## config.mk

```make
export PLATFORM = sky130hd
export DESIGN_NAME = intel_hex_record_loader_top
export DESIGN_NICKNAME = d
export VERILOG_FILES = /design/src/sv/ihex_pkg.sv /design/src/sv/ihex_front.sv /design/src/sv/ihex_queue.sv /design/src/sv/ihex_back.sv /design/src/sv/intel_hex_record_loader_top.sv
export SDC_FILE = /design/constraint.sdc
export NUM_CORES = 1
export LEC_CHECK = 0
export BUFFER_PORTS_ARGS = -buffer_cell sky130_fd_sc_hd__buf_2
export CORE_UTILIZATION = 32
export DETAILED_ROUTE_END_ITERATION = 12
export GPL_ROUTABILITY_DRIVEN = 0
export HOLD_SLACK_MARGIN = 0.02
export SLEW_MARGIN = 20
export SYNTH_ARGS = -nofsm -noshare
export SYNTH_HDL_FRONTEND = slang
export SYNTH_SLANG_ARGS = --single-unit
```

## constraint.sdc

```tcl
create_clock -name clock -period 7.1 [get_ports clock]
set_clock_uncertainty 0.1 [all_clocks]
set_input_delay 1.42 -clock clock [delete_from_list [all_inputs] [get_ports clock]]
set_output_delay 1.42 -clock clock [all_outputs]
set_load 0.005 [all_outputs]
```

## src/sv/ihex_pkg.sv

```systemverilog
`default_nettype none

package ihex_pkg;

   localparam int unsigned CHAR_W       = 8;
   localparam int unsigned POS_W        = 10;
   localparam int unsigned ADDR_W       = 16;
   localparam int unsigned EXT_W        = 17;
   localparam int unsigned CODE_W       = 3;
   localparam int unsigned KIND_W       = 2;
   localparam int unsigned REQ_DATA_W   = 8;
   localparam int unsigned RSP_DATA_W   = 48;
   localparam int unsigned RSP_USED_W   = EXT_W + CHAR_W + CODE_W + EXT_W;
   localparam int unsigned QUEUE_DEPTH  = 4;
   localparam int unsigned QUEUE_PTR_W  = $clog2(QUEUE_DEPTH);
   localparam int unsigned QUEUE_CNT_W  = $clog2(QUEUE_DEPTH + 1);

   localparam logic [CHAR_W-1:0] COLON_CHAR   = 8'd58;
   localparam logic [CHAR_W-1:0] NEWLINE_CHAR = 8'd10;
   localparam logic [POS_W-1:0]  POS_MAX      = 10'd1023;

   localparam logic [KIND_W-1:0] KIND_WRITE  = 2'd0;
   localparam logic [KIND_W-1:0] KIND_RECORD = 2'd1;
   localparam logic [KIND_W-1:0] KIND_ERROR  = 2'd2;

   localparam logic [CODE_W-1:0] ERR_NO_COLON  = 3'd0;
   localparam logic [CODE_W-1:0] ERR_TOO_SHORT = 3'd1;
   localparam logic [CODE_W-1:0] ERR_LENGTH    = 3'd2;
   localparam logic [CODE_W-1:0] ERR_BAD_HEX   = 3'd3;
   localparam logic [CODE_W-1:0] ERR_CHECKSUM  = 3'd4;

   // One classified character as it travels from the front to the back.
   typedef struct packed {
      logic       is_newline;
      logic       is_colon;
      logic       hex_ok;
      logic [3:0] nibble;
   } char_class_type;

   typedef struct packed {
      logic full;
      logic empty;
   } queue_status_type;

   function automatic char_class_type classify(input logic [CHAR_W-1:0] c);
      char_class_type r;
      r.is_newline = (c == NEWLINE_CHAR);
      r.is_colon   = (c == COLON_CHAR);
      r.hex_ok     = 1'b1;
      r.nibble     = 4'd0;
      if (c >= 8'd48 && c <= 8'd57) begin
         r.nibble = 4'(c - 8'd48);
      end else if (c >= 8'd65 && c <= 8'd70) begin
         r.nibble = 4'(c - 8'd55);
      end else if (c >= 8'd97 && c <= 8'd102) begin
         r.nibble = 4'(c - 8'd87);
      end else begin
         r.hex_ok = 1'b0;
      end
      return r;
   endfunction

endpackage

`default_nettype wire

```

## src/sv/ihex_front.sv

```systemverilog
`default_nettype none

module ihex_front (
   input  wire logic                          clock,
   input  wire logic                          reset,
   input  wire logic                          req_tvalid,
   output logic                               req_tready,
   input  wire logic [ihex_pkg::CHAR_W-1:0]   char_code,
   input  wire ihex_pkg::queue_status_type    q_status,
   output logic                               push,
   output ihex_pkg::char_class_type           push_item
);
   import ihex_pkg::*;

   // Incoming beats are classified once here, so the back only sees decoded flags.
   logic seen_reset_ff;
   logic seen_reset_in;

   assign seen_reset_in = 1'b1;

   always_ff @(posedge clock) begin
      if (reset) begin
         seen_reset_ff <= 1'b0;
      end else begin
         seen_reset_ff <= seen_reset_in;
      end
   end

   assign req_tready = seen_reset_ff && !q_status.full;
   assign push       = req_tvalid && req_tready;
   assign push_item  = classify(char_code);

endmodule

`default_nettype wire

```

## src/sv/ihex_queue.sv

```systemverilog
`default_nettype none

module ihex_queue (
   input  wire logic                        clock,
   input  wire logic                        reset,
   input  wire logic                        push,
   input  wire ihex_pkg::char_class_type    push_item,
   input  wire logic                        pop,
   output ihex_pkg::char_class_type         pop_item,
   output ihex_pkg::queue_status_type       q_status
);
   import ihex_pkg::*;

   char_class_type         slot_ff [QUEUE_DEPTH];
   logic [QUEUE_PTR_W-1:0] wr_ptr_ff, wr_ptr_in;
   logic [QUEUE_PTR_W-1:0] rd_ptr_ff, rd_ptr_in;
   logic [QUEUE_CNT_W-1:0] count_ff, count_in;
   logic                   do_push, do_pop;

   assign q_status.full  = (count_ff == QUEUE_CNT_W'(QUEUE_DEPTH));
   assign q_status.empty = (count_ff == '0);
   assign do_push        = push && !q_status.full;
   assign do_pop         = pop && !q_status.empty;
   assign pop_item       = slot_ff[rd_ptr_ff];

   always_comb begin
      wr_ptr_in = do_push ? wr_ptr_ff + 1'b1 : wr_ptr_ff;
      rd_ptr_in = do_pop ? rd_ptr_ff + 1'b1 : rd_ptr_ff;
      count_in  = count_ff;
      if (do_push && !do_pop) begin
         count_in = count_ff + 1'b1;
      end else if (do_pop && !do_push) begin
         count_in = count_ff - 1'b1;
      end
   end

   always_ff @(posedge clock) begin
      if (reset) begin
         wr_ptr_ff <= '0;
         rd_ptr_ff <= '0;
         count_ff  <= '0;
      end else begin
         wr_ptr_ff <= wr_ptr_in;
         rd_ptr_ff <= rd_ptr_in;
         count_ff  <= count_in;
      end
   end

   always_ff @(posedge clock) begin
      if (do_push) begin
         slot_ff[wr_ptr_ff] <= push_item;
      end
   end

endmodule

`default_nettype wire

```

## src/sv/ihex_back.sv

```systemverilog
`default_nettype none

module ihex_back (
   input  wire logic                          clock,
   input  wire logic                          reset,
   input  wire ihex_pkg::queue_status_type    q_status,
   input  wire ihex_pkg::char_class_type      item,
   output logic                               pop,
   output logic                               rsp_tvalid,
   input  wire logic                          rsp_tready,
   output logic [ihex_pkg::KIND_W-1:0]        kind,
   output logic [ihex_pkg::EXT_W-1:0]         write_address,
   output logic [ihex_pkg::CHAR_W-1:0]        write_data,
   output logic [ihex_pkg::CODE_W-1:0]        error_code,
   output logic [ihex_pkg::EXT_W-1:0]         image_length
);
   import ihex_pkg::*;

   logic [POS_W-1:0]  char_position_ff, char_position_in;
   logic [CHAR_W-1:0] byte_count_ff, byte_count_in;
   logic [CHAR_W-1:0] record_type_ff, record_type_in;
   logic [ADDR_W-1:0] record_address_ff, record_address_in;
   logic [3:0]        high_nibble_ff, high_nibble_in;
   logic [CHAR_W-1:0] running_sum_ff, running_sum_in;
   logic              addr_bad_ff, addr_bad_in;
   logic [EXT_W-1:0]  extent_ff, extent_in;
   logic              halted_ff, halted_in;

   logic              rsp_valid_ff, rsp_valid_in;
   logic [KIND_W-1:0] kind_ff, kind_in;
   logic [EXT_W-1:0]  waddr_ff, waddr_in;
   logic [CHAR_W-1:0] wdata_ff, wdata_in;
   logic [CODE_W-1:0] code_ff, code_in;
   logic [EXT_W-1:0]  length_ff, length_in;

   logic              emit;
   logic              fail;
   logic [KIND_W-1:0] emit_kind;
   logic [EXT_W-1:0]  emit_addr;
   logic [CHAR_W-1:0] emit_data;
   logic [CODE_W-1:0] emit_code;

   logic [POS_W-1:0]  h;
   logic [POS_W-1:0]  line_len;
   logic [POS_W-1:0]  end_data;
   logic [POS_W-1:0]  data_off;
   logic [CHAR_W-1:0] cur_byte;
   logic [EXT_W-1:0]  data_addr;
   logic [EXT_W-1:0]  data_addr_p1;

   // The output register can be refilled in the same cycle its beat is taken.
   assign pop = !q_status.empty && (!rsp_valid_ff || rsp_tready);

   assign h            = char_position_ff - 1'b1;
   assign line_len     = char_position_ff - 1'b1;
   assign end_data     = 10'd8 + {1'b0, byte_count_ff, 1'b0};
   assign data_off     = h - 10'd8;
   assign cur_byte     = {high_nibble_ff, item.nibble};
   assign data_addr    = {1'b0, record_address_ff} + EXT_W'(data_off[POS_W-1:1]);
   assign data_addr_p1 = data_addr + 1'b1;

   always_comb begin
      char_position_in  = char_position_ff;
      byte_count_in     = byte_count_ff;
      record_type_in    = record_type_ff;
      record_address_in = record_address_ff;
      high_nibble_in    = high_nibble_ff;
      running_sum_in    = running_sum_ff;
      addr_bad_in       = addr_bad_ff;
      extent_in         = extent_ff;
      emit              = 1'b0;
      fail              = 1'b0;
      emit_kind         = KIND_RECORD;
      emit_addr         = '0;
      emit_data         = '0;
      emit_code         = ERR_NO_COLON;

      if (pop && !halted_ff) begin
         if (item.is_newline) begin
            if (char_position_ff != '0) begin
               char_position_in  = '0;
               byte_count_in     = '0;
               record_type_in    = '0;
               record_address_in = '0;
               high_nibble_in    = '0;
               running_sum_in    = '0;
               addr_bad_in       = 1'b0;
               if (line_len < 10'd10) begin
                  fail      = 1'b1;
                  emit_code = ERR_TOO_SHORT;
               end else if (line_len < 10'd10 + {1'b0, byte_count_ff, 1'b0}) begin
                  fail      = 1'b1;
                  emit_code = ERR_LENGTH;
               end else begin
                  emit      = 1'b1;
                  emit_kind = KIND_RECORD;
               end
            end
         end else if (char_position_ff == '0) begin
            if (item.is_colon) begin
               char_position_in = 10'd1;
            end else begin
               fail      = 1'b1;
               emit_code = ERR_NO_COLON;
            end
         end else begin
            if (char_position_ff != POS_MAX) begin
               char_position_in = char_position_ff + 1'b1;
            end
            if (h < 10'd8) begin
               // Header digits: count, address, type.
               if ((h < 10'd2 || h >= 10'd6) && !item.hex_ok) begin
                  fail      = 1'b1;
                  emit_code = ERR_BAD_HEX;
               end else begin
                  if (h >= 10'd2 && h < 10'd6) begin
                     if (!item.hex_ok) begin
                        addr_bad_in = 1'b1;
                     end
                     record_address_in = {record_address_ff[ADDR_W-5:0], item.nibble};
                  end
                  if (!h[0]) begin
                     high_nibble_in = item.nibble;
                  end else begin
                     running_sum_in = running_sum_ff + cur_byte;
                     if (h == 10'd1) begin
                        byte_count_in = cur_byte;
                     end
                     if (h == 10'd7) begin
                        record_type_in = cur_byte;
                        if (cur_byte == '0 && addr_bad_ff) begin
                           fail      = 1'b1;
                           emit_code = ERR_BAD_HEX;
                        end
                     end
                  end
               end
            end else if (record_type_ff == '0 && h < end_data + 10'd2) begin
               if (!item.hex_ok) begin
                  fail      = 1'b1;
                  emit_code = ERR_BAD_HEX;
               end else if (!h[0]) begin
                  high_nibble_in = item.nibble;
               end else if (h < end_data) begin
                  running_sum_in = running_sum_ff + cur_byte;
                  if (data_addr_p1 > extent_ff) begin
                     extent_in = data_addr_p1;
                  end
                  emit      = 1'b1;
                  emit_kind = KIND_WRITE;
                  emit_addr = data_addr;
                  emit_data = cur_byte;
               end else if (8'(8'd0 - running_sum_ff) != cur_byte) begin
                  fail      = 1'b1;
                  emit_code = ERR_CHECKSUM;
               end
            end
         end
      end

      halted_in = halted_ff || fail;
      if (fail) begin
         emit      = 1'b1;
         emit_kind = KIND_ERROR;
      end else begin
         emit_code = ERR_NO_COLON;
      end

      rsp_valid_in = rsp_valid_ff;
      kind_in      = kind_ff;
      waddr_in     = waddr_ff;
      wdata_in     = wdata_ff;
      code_in      = code_ff;
      length_in    = length_ff;
      if (pop) begin
         rsp_valid_in = emit;
         kind_in      = emit_kind;
         waddr_in     = emit_addr;
         wdata_in     = emit_data;
         code_in      = emit_code;
         length_in    = extent_in;
      end else if (rsp_tready) begin
         rsp_valid_in = 1'b0;
      end
   end

   always_ff @(posedge clock) begin
      if (reset) begin
         char_position_ff  <= '0;
         byte_count_ff     <= '0;
         record_type_ff    <= '0;
         record_address_ff <= '0;
         high_nibble_ff    <= '0;
         running_sum_ff    <= '0;
         addr_bad_ff       <= 1'b0;
         extent_ff         <= '0;
         halted_ff         <= 1'b0;
         rsp_valid_ff      <= 1'b0;
      end else begin
         char_position_ff  <= char_position_in;
         byte_count_ff     <= byte_count_in;
         record_type_ff    <= record_type_in;
         record_address_ff <= record_address_in;
         high_nibble_ff    <= high_nibble_in;
         running_sum_ff    <= running_sum_in;
         addr_bad_ff       <= addr_bad_in;
         extent_ff         <= extent_in;
         halted_ff         <= halted_in;
         rsp_valid_ff      <= rsp_valid_in;
      end
   end

   always_ff @(posedge clock) begin
      kind_ff   <= kind_in;
      waddr_ff  <= waddr_in;
      wdata_ff  <= wdata_in;
      code_ff   <= code_in;
      length_ff <= length_in;
   end

   assign rsp_tvalid    = rsp_valid_ff;
   assign kind          = kind_ff;
   assign write_address = waddr_ff;
   assign write_data    = wdata_ff;
   assign error_code    = code_ff;
   assign image_length  = length_ff;

endmodule

`default_nettype wire

```

## src/sv/intel_hex_record_loader_top.sv

```systemverilog
`default_nettype none

// Channel  Dir  Ports                    Contents
// req      in   req_tvalid/tready/tdata  tdata[7:0] char_code
// rsp      out  rsp_tvalid/tready/tdata  tdata: write_address, write_data, error_code,
//                 /tuser                  image_length; tuser: kind
//
// One character per cycle is sustained while results are taken; the back consumes
// one beat a cycle from a four-entry queue whenever its output register is empty or
// being drained. An accepted character is queued; the back registers its result on pop.
// Synchronous reset clears the line state, the image length and the error halt;
// req_tready rises in the cycle after reset drops.
// A stalled result stops the back; the front keeps taking beats until the queue fills.
module intel_hex_record_loader_top (
   input  wire logic                                clock,
   input  wire logic                                reset,
   input  wire logic                                req_tvalid,
   output logic                                     req_tready,
   input  wire logic [ihex_pkg::REQ_DATA_W-1:0]     req_tdata,  // [7:0] char_code
   output logic                                     rsp_tvalid,
   input  wire logic                                rsp_tready,
   // [16:0] write_address, [24:17] write_data, [27:25] error_code,
   // [44:28] image_length, [47:45] zero
   output logic [ihex_pkg::RSP_DATA_W-1:0]          rsp_tdata,
   output logic [ihex_pkg::KIND_W-1:0]              rsp_tuser   // [1:0] kind
);
   import ihex_pkg::*;

   queue_status_type q_status;
   char_class_type   push_item;
   char_class_type   pop_item;
   logic             push;
   logic             pop;
   logic [EXT_W-1:0]  write_address;
   logic [CHAR_W-1:0] write_data;
   logic [CODE_W-1:0] error_code;
   logic [EXT_W-1:0]  image_length;

   ihex_front u_front (
      .clock      (clock),
      .reset      (reset),
      .req_tvalid (req_tvalid),
      .req_tready (req_tready),
      .char_code  (req_tdata[CHAR_W-1:0]),
      .q_status   (q_status),
      .push       (push),
      .push_item  (push_item)
   );

   ihex_queue u_queue (
      .clock     (clock),
      .reset     (reset),
      .push      (push),
      .push_item (push_item),
      .pop       (pop),
      .pop_item  (pop_item),
      .q_status  (q_status)
   );

   ihex_back u_back (
      .clock         (clock),
      .reset         (reset),
      .q_status      (q_status),
      .item          (pop_item),
      .pop           (pop),
      .rsp_tvalid    (rsp_tvalid),
      .rsp_tready    (rsp_tready),
      .kind          (rsp_tuser),
      .write_address (write_address),
      .write_data    (write_data),
      .error_code    (error_code),
      .image_length  (image_length)
   );

   assign rsp_tdata = {{(RSP_DATA_W - RSP_USED_W){1'b0}},
                       image_length, error_code, write_data, write_address};

endmodule

`default_nettype wire

```

Yosys cells after proc, flatten, opt, wreduce, memory -nomap -nowiden
Memory sizes are Yosys's and may differ from the RTL's. A register that Yosys moved wholly into a read port is not among the register bits.
Cells that the tools add are included.
{ "op_classes": {"addsub": 17, "order_cmp": 16, "n_eq_ne": 13, "muxes": 124, "bitwise": 5, "n_reduce_logical": 50} }
{ "op_table": {"columns": ["operator", "count"], "rows": [
  ["two-way mux 8 bit", 22],
  ["two-way mux 17 bit", 9],
  ["two-way mux 16 bit", 6],
  ["two-way mux 10 bit", 5],
  ["two-way mux 1 bit", 45],
  ["two-way mux 3 bit", 15],
  ["two-way mux 4 bit", 11],
  ["less-than comparator 10 bit", 3],
  ["two-way mux 2 bit", 11],
  ["AND reduction 7 bit", 3],
  ["adder 4 x 9 -> 10 bit, first input constant", 2],
  ["less-than comparator 10 x 4 -> 1 bit, second input constant", 2],
  ["adder 16 x 9 -> 17 bit", 1],
  ["adder 17 x 1 -> 17 bit, second input constant", 1],
  ["> comparator 17 bit", 1],
  [">= comparator 8 x 7 -> 1 bit, second input constant", 2],
  ["<= comparator 8 x 7 -> 1 bit, second input constant", 2],
  ["logical NOT 8 bit", 2],
  ["logical AND 1 bit", 15],
  ["nonzero test 2 bit", 7],
  ["AND reduction 6 bit", 2],
  ["nonzero test 3 bit", 4],
  ["adder 10 x 1 -> 10 bit, second input constant", 1],
  ["adder 10 x 2 -> 10 bit, second input constant", 1],
  ["35 further kinds", 52]
]} }
{ "totals": {"regBits": 129, "mem_bits_rw": 28, "inputBits": 12, "output_inout_bits": 52, "word_cells": 245, "n_memories": 1} }
{ "memory_table": {"columns": ["name", "depth", "width", "read_ports", "rd_ports_with_merged_regs", "write_ports", "line", "source"], "rows": [
  ["u_queue.slot_ff", 4, 7, 1, 1, 1, "ihex_queue.sv:14", "char_class_type slot_ff [QUEUE_DEPTH];"]
]} }

Longest topological paths before layout
Gate-level depths: netlist of the first run.
{ "depth": {"word_depth": 14, "depth_mapped": 29, "depth_no_buf": 25} }

By module
From an unflattened synthesis of the first run, not the netlist that was laid out.
{ "hier_totals": {"cells_unflattened": 992, "hier_area_um2": 9779.4} }
{ "modules_own_cells": {"columns": ["module", "n_inst", "cells_per_inst", "area_per_inst_um2", "seq_area_each_um2"], "rows": [
  ["ihex_back", 1, 873, 7995.2, 2892.8],
  ["ihex_queue", 1, 85, 1477.7, 1021.0],
  ["ihex_front", 1, 30, 280.3, 20.0],
  ["intel_hex_record_loader_top", 1, 4, 26.3, 0.0]
]} }

Worst setup path after synthesis of the first run
OpenSTA, ideal clock, no wires.
{ "synth_path": {"path_kind": "register to register", "start": "register u_back.char_position_ff[0]", "end": "register u_back.length_ff[8] (netlist: u_back.image_length[8]), data pin", "setup_ns": 0.265, "arrival_time_ns": 6.464, "required_ns": 6.735, "path_slack_ns": 0.270, "stages_incl_launch_ff": 29, "path_buffers": 4, "period_less_slack_ns": 6.830, "path_cell_list": "dfxtp_1 -> clkbuf_1 -> inv_1 -> ha_1 -> nor3b_1 -> xnor2_1 -> inv_1 -> ha_1 -> nand2_1 -> xnor2_1 -> ha_1 -> buf_6 -> a211o_1 -> a2111oi_2 -> a211oi_1 -> or3_1 -> or4_4 -> or3_1 -> and2_1 -> ha_1 -> a21o_1 -> a21o_1 -> a21oi_1 -> o21ai_0 -> o21ai_0 -> nor3b_1 -> buf_2 -> buf_12 -> mux2_1"} }
{ "synth_via": {"elab_chain_len": 14, "elab_cells_between_ends": 19, "classes_between": "add/sub: 4; order compare: 4; mux: 9; reduce/logical: 2"} }
{ "synth_lines": {"columns": ["item", "line", "source"], "rows": [
  ["from (decl)", "ihex_back.sv:19", "logic [POS_W-1:0] char_position_ff, char_position_in;"],
  ["from (signal assigned)", "ihex_back.sv:200", "char_position_ff <= char_position_in;"],
  ["subtractor 10 x 1 -> 10 bit", "ihex_back.sv:54", "assign h = char_position_ff - 1'b1;"],
  ["subtractor 10 x 4 -> 10 bit", "ihex_back.sv:57", "assign data_off = h - 10'd8;"],
  ["adder 16 x 9 -> 17 bit", "ihex_back.sv:59", "assign data_addr = {1'b0, record_address_ff} + EXT_W'(data_off[POS_W-1:1]);"],
  ["adder 17 x 1 -> 17 bit", "ihex_back.sv:60", "assign data_addr_p1 = data_addr + 1'b1;"],
  ["> comparator 17 bit", "ihex_back.sv:146", "if (data_addr_p1 > extent_ff) begin"],
  ["two-way mux 17 bit", "ihex_back.sv:146", null],
  ["two-way mux 17 bit", "ihex_back.sv:144", "end else if (h < end_data) begin"],
  ["two-way mux 17 bit", "ihex_back.sv:142", "end else if (!h[0]) begin"],
  ["two-way mux 17 bit", "ihex_back.sv:139", "if (!item.hex_ok) begin"],
  ["two-way mux 17 bit", "ihex_back.sv:138", "end else if (record_type_ff == '0 && h < end_data + 10'd2) begin"],
  ["two-way mux 17 bit", "ihex_back.sv:110", "if (h < 10'd8) begin"],
  ["two-way mux 17 bit *", "ihex_back.sv:99", "end else if (char_position_ff == '0) begin"],
  ["two-way mux 17 bit *", "ihex_back.sv:79", "if (item.is_newline) begin"],
  ["two-way mux 17 bit *", "ihex_back.sv:78", "if (pop && !halted_ff) begin"],
  ["named net u_back.extent_in[8]", "ihex_back.sv:26", "logic [EXT_W-1:0] extent_ff, extent_in;"],
  ["to (signal assigned)", "ihex_back.sv:218", "length_ff <= length_in;"],
  ["to (decl)", "ihex_back.sv:34", "logic [EXT_W-1:0] length_ff, length_in;"]
]} }
The timed path passes the listed nets; every way through them passes the cells marked *.
A chain may end at the register's enable or synchronous reset.

Worst setup path after layout of the first run
{ "layout_path": {"start": "register u_back.char_position_ff[0]", "end": "register u_back.length_ff[16] (netlist: u_back.image_length[16]), data pin"} }
The elaborated chain is that of the path after synthesis.

==> summary.md, run 1 <==
| Metric | Value |
|---|---|
| Synth Cell Area | 9889 um2 |
| CP Cell Sequence | buf_4, or2_2, o41ai_2, and2_1, inv_2, nor4_1, xor2_1, ha_1, nand3_1, a2111o_1, nand3_1, a32oi_1, or4_4, or3_1, and2_1, ha_1, nand4_1, nor2_1, o221ai_1, a21oi_1, o21ai_0, buf_4, nor4_4, mux2_2 |
| Worst slew pin tran | 0.9213 ns |
| TritonCTS clock tree | built |
| F_max | 149.8 MHz |
| Drt wl/cell | 16.41 um |
| Total GRT Usage | 16.10% |
| Most frequent cells in the layout | nor2_1 (113), dfxtp_1 (84), edfxtp_1 (75), ha_1 (70), a21oi_1 (64) |
| Hold_buf cts | 0 |
| Die X | 177.8 um |
| First-pass DRT Iterations | 5 |
| Layout cell share with drive strength beyond 1 | 16.79% |
| Startpoint types | register |
| Ys Warns | 0 |
| Slowest-stage cell, CP | or4_4 |
| Max IR drop VDD | 0.1955 mV |
| TNS Setup | 0 ns |
| Cells after DPL | 1469 |
| Crit-path max FO | 13 |
| Leakage | 4.330 nW |
| Period minus WS final | 6.674 ns |
| Commonest non-fill, non-tap cell in the layout | nor2_1 |
| Fin. max-slew vios | 0 |
| Worst setup EP type | register |
| # DRC | 0 |
| Worst-Skew Late Latency | 0.43 ns |
| Synth Instances | 1037 |
| Worst min-delay path category | reg2reg |
| RSZ-0062 raised after global routing | false |
| EDFF count, synth | 75 |
| Buf/Inv on CP | 3 |
| Final setup viols | 0 |
| Diodes inserted | 0 |
| Area grow syn2layout | 14.22% |
| Worst path required time | 7.18 ns |
| Initial Utilization | 32.93% |
| Status | complete, no violations |
| Fin cells | 1504 |
| Sequential share of the synthesized area | 39.78% |
| DP Wirelength | 18100 um |
| First DRT Iteration DRCs | 587 |
| Die Height | 177.8 um |
| Synth async-reset ratio | 0% |
| Syn_area_per_cell | 9.537 um2 |
| Remaining antenna violation count after routing | 0 |
| Via density | 5.229 |
| Pin count of the biggest net entering global routing | 61 |
| Clock root cell | clkbuf_16 |
| Critical Path AT | 6.76 ns |
| Vias in the first global route | 7474 |
| Site row count | 63 |
| Grt ovf | 0 |
| Crit path kind | reg2reg |
| Power per cell area | 332.6 nW/um2 |
| Total number of vias | 7864 |
| Max-cap violations | 0 |
| Port buffer count | 60 |
| CP peak stage delay | 0.55 ns |
| Worst-path clk slew | 0.07 ns |
| Final nets | 1186 |
| Prevailing post-synth register cell | dfxtp_1 |
| Die ar. | 31610 um2 |
| Bufs on Longest Clock Path | 2 |
| Drt total wl | 24680 um |
| Overall power | 3.757 mW |
| Global-route wire length before repair | 39740 um |
| Core footprint | 30030 um2 |
| Synthesized flop and latch total | 159 |
| Total CTS buffers | 17 |
| Max-Slew Margin vs Limit | 38.01% |
| Htree depth | 4 |
| Tcrit/Tclk final | 94.00% |
| I/O pin count | 64 |
| TritonCTS sink count | 159 |
| Initial antenna violation count | 0 |
| Synth cell types | 92 |
| Final hold vios | 0 |
| Final WS setup | 0.4259 ns |
| CP top delay family | simple AND/OR/NAND/NOR gates |
| Post-layout util | 37.61% |
| Post-Place Setup Slack | 0.1508 ns |
## path summary, 6_finish.rpt
kind	from	to	slack, ns	cells past startpoint
worst max register to register	u_back.char_position_ff[0]	u_back.image_length[16]	0.43	24
worst max-delay path	u_back.char_position_ff[0]	u_back.image_length[16]	0.43	24
worst min register to register	u_back.halted_ff	u_back.halted_ff	0.37	2
worst min-delay path	u_back.halted_ff	u_back.halted_ff	0.37	2
## where the power goes
group | leakage [nW] | internal (mW) | switching (mW) | total, mW
Clock | 0.290 | 0.527 | 0.408 | 0.934
Combinational | 2.61 | 0.607 | 0.977 | 1.58
Sequential | 1.43 | 1.17 | 0.0675 | 1.24
Total | 4.33 | 2.31 | 1.45 | 3.76
## final cells by class
class | count | area (um2)
fillers | 2996 | 18740
multi-input cells | 771 | 5519
flip-flops and latches | 159 | 3934
repair buffers | 90 | 538.0
well taps | 390 | 488.0
clock buffers | 18 | 429.2
inverters | 62 | 232.7
clock inverters | 14 | 155.1
## per-stage QoR
step           area [um2]  hold WS (ns)
3_3_place_gp        10670        0.3608
2_1_floorplan        9897        0.3505
6_report            11300        0.3741
5_1_grt             11300        0.4104
3_5_place_dp        10670        0.3678
4_1_cts             11260        0.3786
## tightest hold or removal path, cell delays in order, from the launching register on
cell and delay, ns:
dfxtp_1 0.33, inv_1 0.05, a21oi_1 0.05
## flip-flops by register name (all words and copies together) (netlist names), 2 cells and up, named ones only
| signal | flops |
|---|---|
| u_queue.slot_ff | 28 |
| u_back.extent_ff | 17 |
| u_back.image_length | 17 |
| u_back.write_address | 17 |
| u_back.record_address_ff | 16 |
| u_back.char_position_ff | 10 |
| u_back.byte_count_ff | 8 |
| u_back.record_type_ff | 8 |
| u_back.running_sum_ff | 8 |
| u_back.write_data | 8 |
| u_back.high_nibble_ff | 4 |
| u_back.error_code | 3 |
| u_queue.count_ff | 3 |
| u_back.kind | 2 |
| u_queue.rd_ptr_ff | 2 |
| u_queue.wr_ptr_ff | 2 |
## timing repair
action	in CTS	in global routing
setup buffers	0	3
resized for setup	0	3
endpoints found under the setup margin	0	30
## metal layers
metal  share of wire, %  track usage, %
met5                  0               0
met4                2.2           5.199
met3                4.3           2.571
met2                 47           26.45
met1                 47           21.46
## synth_stat cells, types with 23 or more instances
cell / n / area, um2
xor2_1: 29 / 254.0
o21ai_0: 40 / 200.2
nand2_1: 49 / 183.9
nor3_1: 23 / 115.1
nand3_1: 45 / 225.2
a21oi_1: 64 / 320.3
clkbuf_1: 30 / 112.6
edfxtp_1: 75 / 2252
inv_1: 59 / 221.5
dfxtp_1: 84 / 1682
nor2_1: 113 / 424.2
xnor2_1: 49 / 429.2
mux2i_1: 29 / 290.3
ha_1: 70 / 875.8
## cells by family (layout without fill, tap and decap cells)
kind of cell,Yosys count,count (layout),share of synthesized area (%)
other cells,1,3,0.03792
xor+xnor,78,78,6.908
simple gates,366,366,19.21
compound gates,199,199,13.53
flops,159,159,39.78
fa+ha+maj,73,73,9.464
mux,52,52,6.313
buf+inv,109,184,4.770
Power figures use the tool's default switching activity.
==> inputs of run 2 (changes only) <==
- PLACE_DENSITY: not set -> 0.5
- SYNTH_HIERARCHICAL: not set -> 1
==> run 2 against run 1 <==
Effect of this change:
- sequential share of layout area rose by 0.35 points
- die area fell by 1.1%
- sequential power barely moved
- worst hold slack got worse by 0.019 ns
- cell count fell by 3.1%
- count of clock-buffer cells in the layout did not move
- fmax fell by 0.85%
- global-route usage fell by 0.85 points
- via count fell by 6.9%
- non-clock buffer count fell by 6
- first-iteration DRC count fell by 29%
- clock power rose by 1%
- largest power group is now registers
==> summary.md, run 2 <==
| Metric | Value |
|---|---|
| Die ar. | 31260 um2 (-1.1%) |
| Synth Instances | 992 (-4.3%) |
| Crit-path max FO | 7 (-6) |
| Initial antenna violation count | 0 (unchanged) |
| Post-Place Setup Slack | -0.1397 ns (-0.2906 ns) |
| Status | complete, no violations |
| Crit path kind | reg2reg |
| EDFF count, synth | 75 (unchanged) |
| Htree depth | 4 (unchanged) |
| Slowest-stage cell, CP | or4b_4 |
| Fin. max-slew vios | 0 (unchanged) |
| Final setup viols | 0 (unchanged) |
| Worst slew pin tran | 0.7984 ns (-0.1229 ns) |
| Most frequent cells in the layout | nor2_1 (94), dfxtp_1 (84), edfxtp_1 (75), inv_1 (70), ha_1 (66) |
| Worst hold start | u_back/halted_ff |
| DP Wirelength | 17160 um (-5.2%) |
| Buf/Inv on CP | 3 (unchanged) |
| Crit path depth | 28 (+17%) |
| Synthesized flop and latch total | 159 (unchanged) |
| Most frequent cells after synthesis | nor2_1 (95), dfxtp_1 (84), edfxtp_1 (75), inv_1 (70), ha_1 (67) |
| Pin count of the biggest net entering global routing | 60 (-1.6%) |
| # DRC | 0 (unchanged) |
| First-pass DRT Iterations | 5 (unchanged) |
| Startpoint types | register |
| Final hold vios | 0 (unchanged) |
| Total number of vias | 7321 (-6.9%) |
| Drt total wl | 22980 um (-6.9%) |
| First DRT Iteration DRCs | 418 (-29%) |
| Synth Cell Area | 9779 um2 (-1.1%) |
| Leakage | 4.301 nW (-0.67%) |
| Synth cell types | 86 (-6.5%) |
| Prevailing post-synth register cell | dfxtp_1 |
| Worst-path clk slew | 0.06 ns (about the same) |
| Commonest non-fill, non-tap cell in the layout | nor2_1 |
| CP peak stage delay | 0.50 ns (-0.05 ns) |
| Critical Path AT | 6.91 ns (+0.15 ns) |
| Total CTS buffers | 17 (unchanged) |
| Fin cells | 1457 (-3.1%) |
| F_max | 148.6 MHz (-0.85%) |
| Ys Warns | 6 (+6) |
| Clock root cell | clkbuf_16 |
| Vias in the first global route | 7155 (-4.3%) |
| Area share of the largest cell type after synthesis | 23.03% (+0.26 points) |
| Initial Utilization | 32.73% (-0.19 points) |
| Syn_area_per_cell | 9.858 um2 (+3.4%) |
| FF-to-FF End | u_back/extent_ff[5] |
| Sequential share of the synthesized area | 40.23% (+0.45 points) |
| Drt wl/cell | 15.77 um (-3.9%) |
| Top-count cell post-synth | nor2_1 |
| Cells after DPL | 1421 (-3.3%) |
| Die Height | 176.8 um (-0.55%) |
| Total GRT Usage | 15.25% (-0.85 points) |
| Worst min-delay path category | reg2reg |
| Tcrit/Tclk final | 94.81% (+0.81 points) |
| Remaining antenna violation count after routing | 0 (unchanged) |
| Die X | 176.8 um (-0.55%) |
| TritonCTS clock tree | built |
| Diodes inserted | 0 (unchanged) |
| Period minus WS final | 6.732 ns (+0.05753 ns) |
| Final WS setup | 0.3683 ns (-0.05753 ns) |
| Max reg flops | 28 (unchanged) |
| TritonCTS sink count | 159 (unchanged) |
| Max-cap violations | 0 (unchanged) |
| Worst setup path start | u_back/char_position_ff[0] |
| Worst r2r path cells | 28 (+17%) |
| Main area contributors after synthesis | edfxtp_1 (23%), dfxtp_1 (17%), ha_1 (8.6%) |
| Via density | 5.025 (-3.9%) |
| Reg-to-Reg Start | u_back/char_position_ff[0] |
| Global-route wire length before repair | 37540 um (-5.5%) |
| Bufs on Longest Clock Path | 2 (unchanged) |
| Grt ovf | 0 (unchanged) |
| Site row count | 63 (unchanged) |
| Max IR drop VDD | 0.1721 mV (-12%) |
| Layout cell share with drive strength beyond 1 | 16.59% (-0.20 points) |
| Most flops, register | u_queue/slot_ff |
| Area grow syn2layout | 14.37% |
| Synth async-reset ratio | 0% (unchanged) |
| Power per cell area | 289.4 nW/um2 (-13%) |
| Setup crit end | u_back/extent_ff[5] |
| Core footprint | 29870 um2 (-0.53%) |
| FF-to-FF setup slack | 0.37 ns (-0.06 ns) |
| Worst-Skew Late Latency | 0.42 ns (about the same) |
| Port buffer count | 60 (unchanged) |
| Worst path required time | 7.28 ns (+0.10 ns) |
| Overall power | 3.237 mW (-14%) |
| I/O pin count | 64 (unchanged) |
| Worst setup EP type | register |
| Final nets | 1136 (-4.2%) |
| Max-Slew Margin vs Limit | 46.36% (+8.3 points) |
| Area leader, netlist | edfxtp_1 |
| CP top delay family | simple AND/OR/NAND/NOR gates |
-- run 2: changes by cell type after synthesis, moves of 9 or more --
cell     change
a21o_1      +15
a21oi_1     -13
and2_1      -11
inv_1       +11
nand3_1     -14
nor2_1      -18
nor2b_1     +11
o21ai_0     -13
o32ai_1      +9
xnor2_1      -9
-- run 2: how the worst min path moves through the flow --
| stage | endpoint | slack, ns | cells past startpoint |
|---|---|---|---|
| final | u_back/halted_ff | 0.35 | 2 |
| after detailed placement | u_back/halted_ff | 0.35 | 2 |
| after global routing | u_back/halted_ff | 0.39 | 2 |
| after CTS | u_back/halted_ff | 0.36 | 2 |
| after global placement | u_back/halted_ff | 0.34 | 2 |
| after floorplan | u_back/halted_ff | 0.33 | 2 |
-- run 2: power by group --
| part | internal (mW) | switching [mW] |
|---|---|---|
| sequential | 1.15 | 0.0588 |
| combinational | 0.422 | 0.659 |
| clock | 0.533 | 0.410 |
| total | 2.11 | 1.13 |
-- run 2: kinds of logic (layout without fill, tap and decap cells) --
logic type               after synthesis  in the layout  share of synthesized area, %
AO/OA/AOI/OAI                        192            192                         13.36
XOR/XNOR                              72             72                         6.448
adder cells (fa/ha/maj)               71             71                         9.289
buffers and inverters                113            186                         4.938
flip-flops                           159            159                         40.23
multiplexers                          52             52                         6.845
other                                  1              3                       0.03835
AND/OR/NAND/NOR                      332            332                         18.86
-- run 2: timing repair --
| item | CTS | global route |
|---|---|---|
| pin swaps | 1 | 1 |
| endpoints found under the setup margin | 16 | 34 |
| resized for setup | 1 | 6 |
| hold buffers | 0 | 0 |
| buffers inserted | 0 | 4 |
| endpoints found under the hold margin | 0 | 0 |
-- run 2: final cells by class --
| class | count | area [um2] |
|---|---|---|
| fill | 2988 | 18690 |
| multi-input combinational | 722 | 5410 |
| sequential | 159 | 3934 |
| timing repair buffer | 84 | 493.0 |
| tap | 390 | 488.0 |
| clock buffer | 18 | 429.2 |
| inverter | 70 | 262.8 |
| clock inverter | 14 | 167.7 |
-- run 2: routing by layer --
layer	up-vias	global-route usage, %	share of wire (%)
met2	112	26.73	49
met3	14	2.448	2.4
li1	3712	-	-
met1	3483	19.27	47
met5	-	0	0
met4	0	4.095	1.3
-- run 2: worst reg2reg max path: cells and delay by family (launching register included) --
kind | cells | cell delay (ns)
multiplexers | 1 | 0.30
flip-flops | 1 | 0.31
AO/OA/AOI/OAI | 8 | 1.52
buffers and inverters | 3 | 0.40
AND/OR/NAND/NOR | 10 | 2.35
XOR/XNOR | 3 | 0.72
adder cells (fa/ha/maj) | 3 | 0.88
-- run 2: per-stage QoR --
stage | TNS (ns) | hold slack [ns] | util [%] | area [um2]
final | 0 | 0.3548 | 37.44 | 11180
after global routing | -0.01171 | 0.3916 | 37.44 | 11180
after CTS | 0 | 0.3573 | 37.20 | 11110
after detailed placement | -1.395 | 0.3479 | 35.19 | 10510
after global placement | 0 | 0.3395 | 35.19 | 10510
after floorplan | 0 | 0.3313 | - | 9787
==> inputs of run 3 (changes only) <==
- SETUP_SLACK_MARGIN: not set -> 0.4
==> run 3 against run 2 <==
Effect of this change:
- core utilization rose by 0.18 points
- combinational power barely moved
- wire length about the same
- die area is the same
- via count is 0.16% higher
- sequential cell count did not move
- fmax is 7.0% higher
- worst hold slack is essentially flat
- first-iteration DRC count decreased by 10%
- highest routed layer unchanged
- count of clock-buffer cells in the layout is the same
- sequential power about the same
- cell count did not move
==> summary.md, run 3 (synthesis results as in run 2) <==
| Metric | Value |
|---|---|
| Status | complete, no violations |
| Drt wl/cell | 15.78 um (about the same) |
| Total GRT Usage | 15.26% (about the same) |
| Drt total wl | 22990 um (about the same) |
| First DRT Iteration DRCs | 375 (-10%) |
| Leakage | 4.322 nW (+0.48%) |
| # DRC | 0 (unchanged) |
| I/O pin count | 64 (unchanged) |
| Bufs on Longest Clock Path | 2 (unchanged) |
| Period minus WS final | 6.293 ns (-0.4385 ns) |
| Max reg flops | 28 (unchanged) |
| Initial antenna violation count | 0 (unchanged) |
| Total CTS buffers | 17 (unchanged) |
| Via density | 5.033 (+0.16%) |
| Total number of vias | 7333 (+0.16%) |
| TritonCTS sink count | 159 (unchanged) |
| First-pass DRT Iterations | 5 (unchanged) |
| Layout cell share with drive strength beyond 1 | 17.43% (+0.84 points) |
| Slowest-stage cell, CP | or4b_4 |
| Remaining antenna violation count after routing | 0 (unchanged) |
| Pin count of the biggest net entering global routing | 60 (unchanged) |
| Site row count | 63 (unchanged) |
| Cells after DPL | 1421 (unchanged) |
| Die Height | 176.8 um (unchanged) |
| Port buffer count | 60 (unchanged) |
| Core footprint | 29870 um2 (unchanged) |
| Max-Slew Margin vs Limit | 46.20% (-0.16 points) |
| Initial Utilization | 32.73% (unchanged) |
| Worst slew pin tran | 0.8008 ns (+0.002418 ns) |
| Power per cell area | 288.6 nW/um2 (-0.28%) |
| RSZ-0062 raised after global routing | false |
| Worst-path clk slew | 0.07 ns (about the same) |
| Fin cells | 1457 (unchanged) |
| Fin. max-slew vios | 0 (unchanged) |
| Global-route wire length before repair | 37590 um (+0.13%) |
| Crit-path max FO | 15 (+8) |
| Commonest non-fill, non-tap cell in the layout | nor2_1 |
| CP peak stage delay | 0.51 ns (about the same) |
| Vias in the first global route | 7171 (+0.22%) |
| Worst setup EP type | register |
| Hold slack | 0.3548 ns (-0.00001800 ns) |
| Max-cap violations | 0 (unchanged) |
| Placed Area | 10510 um2 (unchanged) |
| TNS Setup | 0 ns (unchanged) |
| Area grow syn2layout | 14.91% |
| Grt ovf | 0 (unchanged) |
| Critical Path AT | 6.48 ns (-0.43 ns) |
| Post-layout util | 37.61% (+0.18 points) |
| F_max | 158.9 MHz (+7.0%) |
| Overall power | 3.243 mW (+0.19%) |
| CP top delay family | simple AND/OR/NAND/NOR gates |
| Crit path kind | reg2reg |
| Worst path required time | 7.28 ns (about the same) |
| Hold_buf cts | 0 (unchanged) |
| Die ar. | 31260 um2 (unchanged) |
| Diodes inserted | 0 (unchanged) |
| Worst-Skew Late Latency | 0.43 ns (about the same) |
| Final hold vios | 0 (unchanged) |
| TritonCTS clock tree | built |
| Startpoint types | register |
| Htree depth | 4 (unchanged) |
| Final WS setup | 0.8068 ns (+0.4385 ns) |
| Final setup viols | 0 (unchanged) |
| Final nets | 1136 (unchanged) |
| DP Wirelength | 17160 um (unchanged) |
| Tcrit/Tclk final | 88.64% (-6.2 points) |
| Post-Place Setup Slack | -0.1397 ns (unchanged) |
| Final Cell Area | 11240 um2 (+0.47%) |
| Clock root cell | clkbuf_16 |
| Max IR drop VDD | 0.1720 mV (about the same) |
| Most flops, register | u_queue/slot_ff |
| Die X | 176.8 um (unchanged) |
| Worst min-delay path category | reg2reg |
| Buf/Inv on CP | 2 (-1) |
| Most frequent cells in the layout | nor2_1 (93), dfxtp_1 (84), edfxtp_1 (75), inv_1 (70), ha_1 (65) |
==> run 3: cell counts in the layout (fill, tap and decap cells not counted) <==
No cell type changed its count.
==> run 3: timing repair <==
| item | 4_1_cts | 5_1_grt |
|---|---|---|
| gates resized for setup | 5 | 14 |
| pin swaps | 1 | 5 |
| setup endpoints to repair | 34 | 34 |
| buffers inserted | 2 | 2 |
==> run 3: where the power goes <==
part           switching (mW)  leakage [nW]  internal, mW  total (mW)
clock network           0.411         0.292         0.533       0.943
logic                   0.660          2.63         0.426        1.09
registers              0.0592          1.40          1.15        1.21
total                    1.13          4.32          2.11        3.24
==> run 3: worst paths after layout <==
check / start / endpoint / slack (ns) / cells past startpoint
worst max-delay path: u_back/char_position_ff[0] / u_back/extent_ff[9] / 0.81 / 26
worst min-delay path: u_back/halted_ff / u_back/halted_ff / 0.35 / 2
worst max register to register: u_back/char_position_ff[0] / u_back/extent_ff[9] / 0.81 / 26
worst min register to register: u_back/halted_ff / u_back/halted_ff / 0.35 / 2
==> run 3: metal layers <==
metal,wire [um],vias to the layer above,share of wire [%],global-route usage (%)
met5,0,-,0,0
met4,286,0,1.2,4.095
met3,602,13,2.6,2.448
met2,11290,112,49,26.76
met1,10810,3497,47,19.28
li1,-,3711,-,-
==> run 3: final cells by class <==
class	count	area, um2
timing repair buffer	84	484.2
sequential	159	3934
multi-input combinational	722	5472
fill	2983	18640
tap	390	488.0
clock buffer	18	429.2
inverter	70	262.8
clock inverter	14	167.7
==> run 3: worst register-to-register path, delay by kind of cell (launching register included) <==
family	cells	cell delay, ns
simple gates	9	2.20
compound gates	7	1.30
fa+ha+maj	3	0.89
xor+xnor	3	0.60
mux	2	0.51
flops	1	0.31
buf+inv	2	0.26
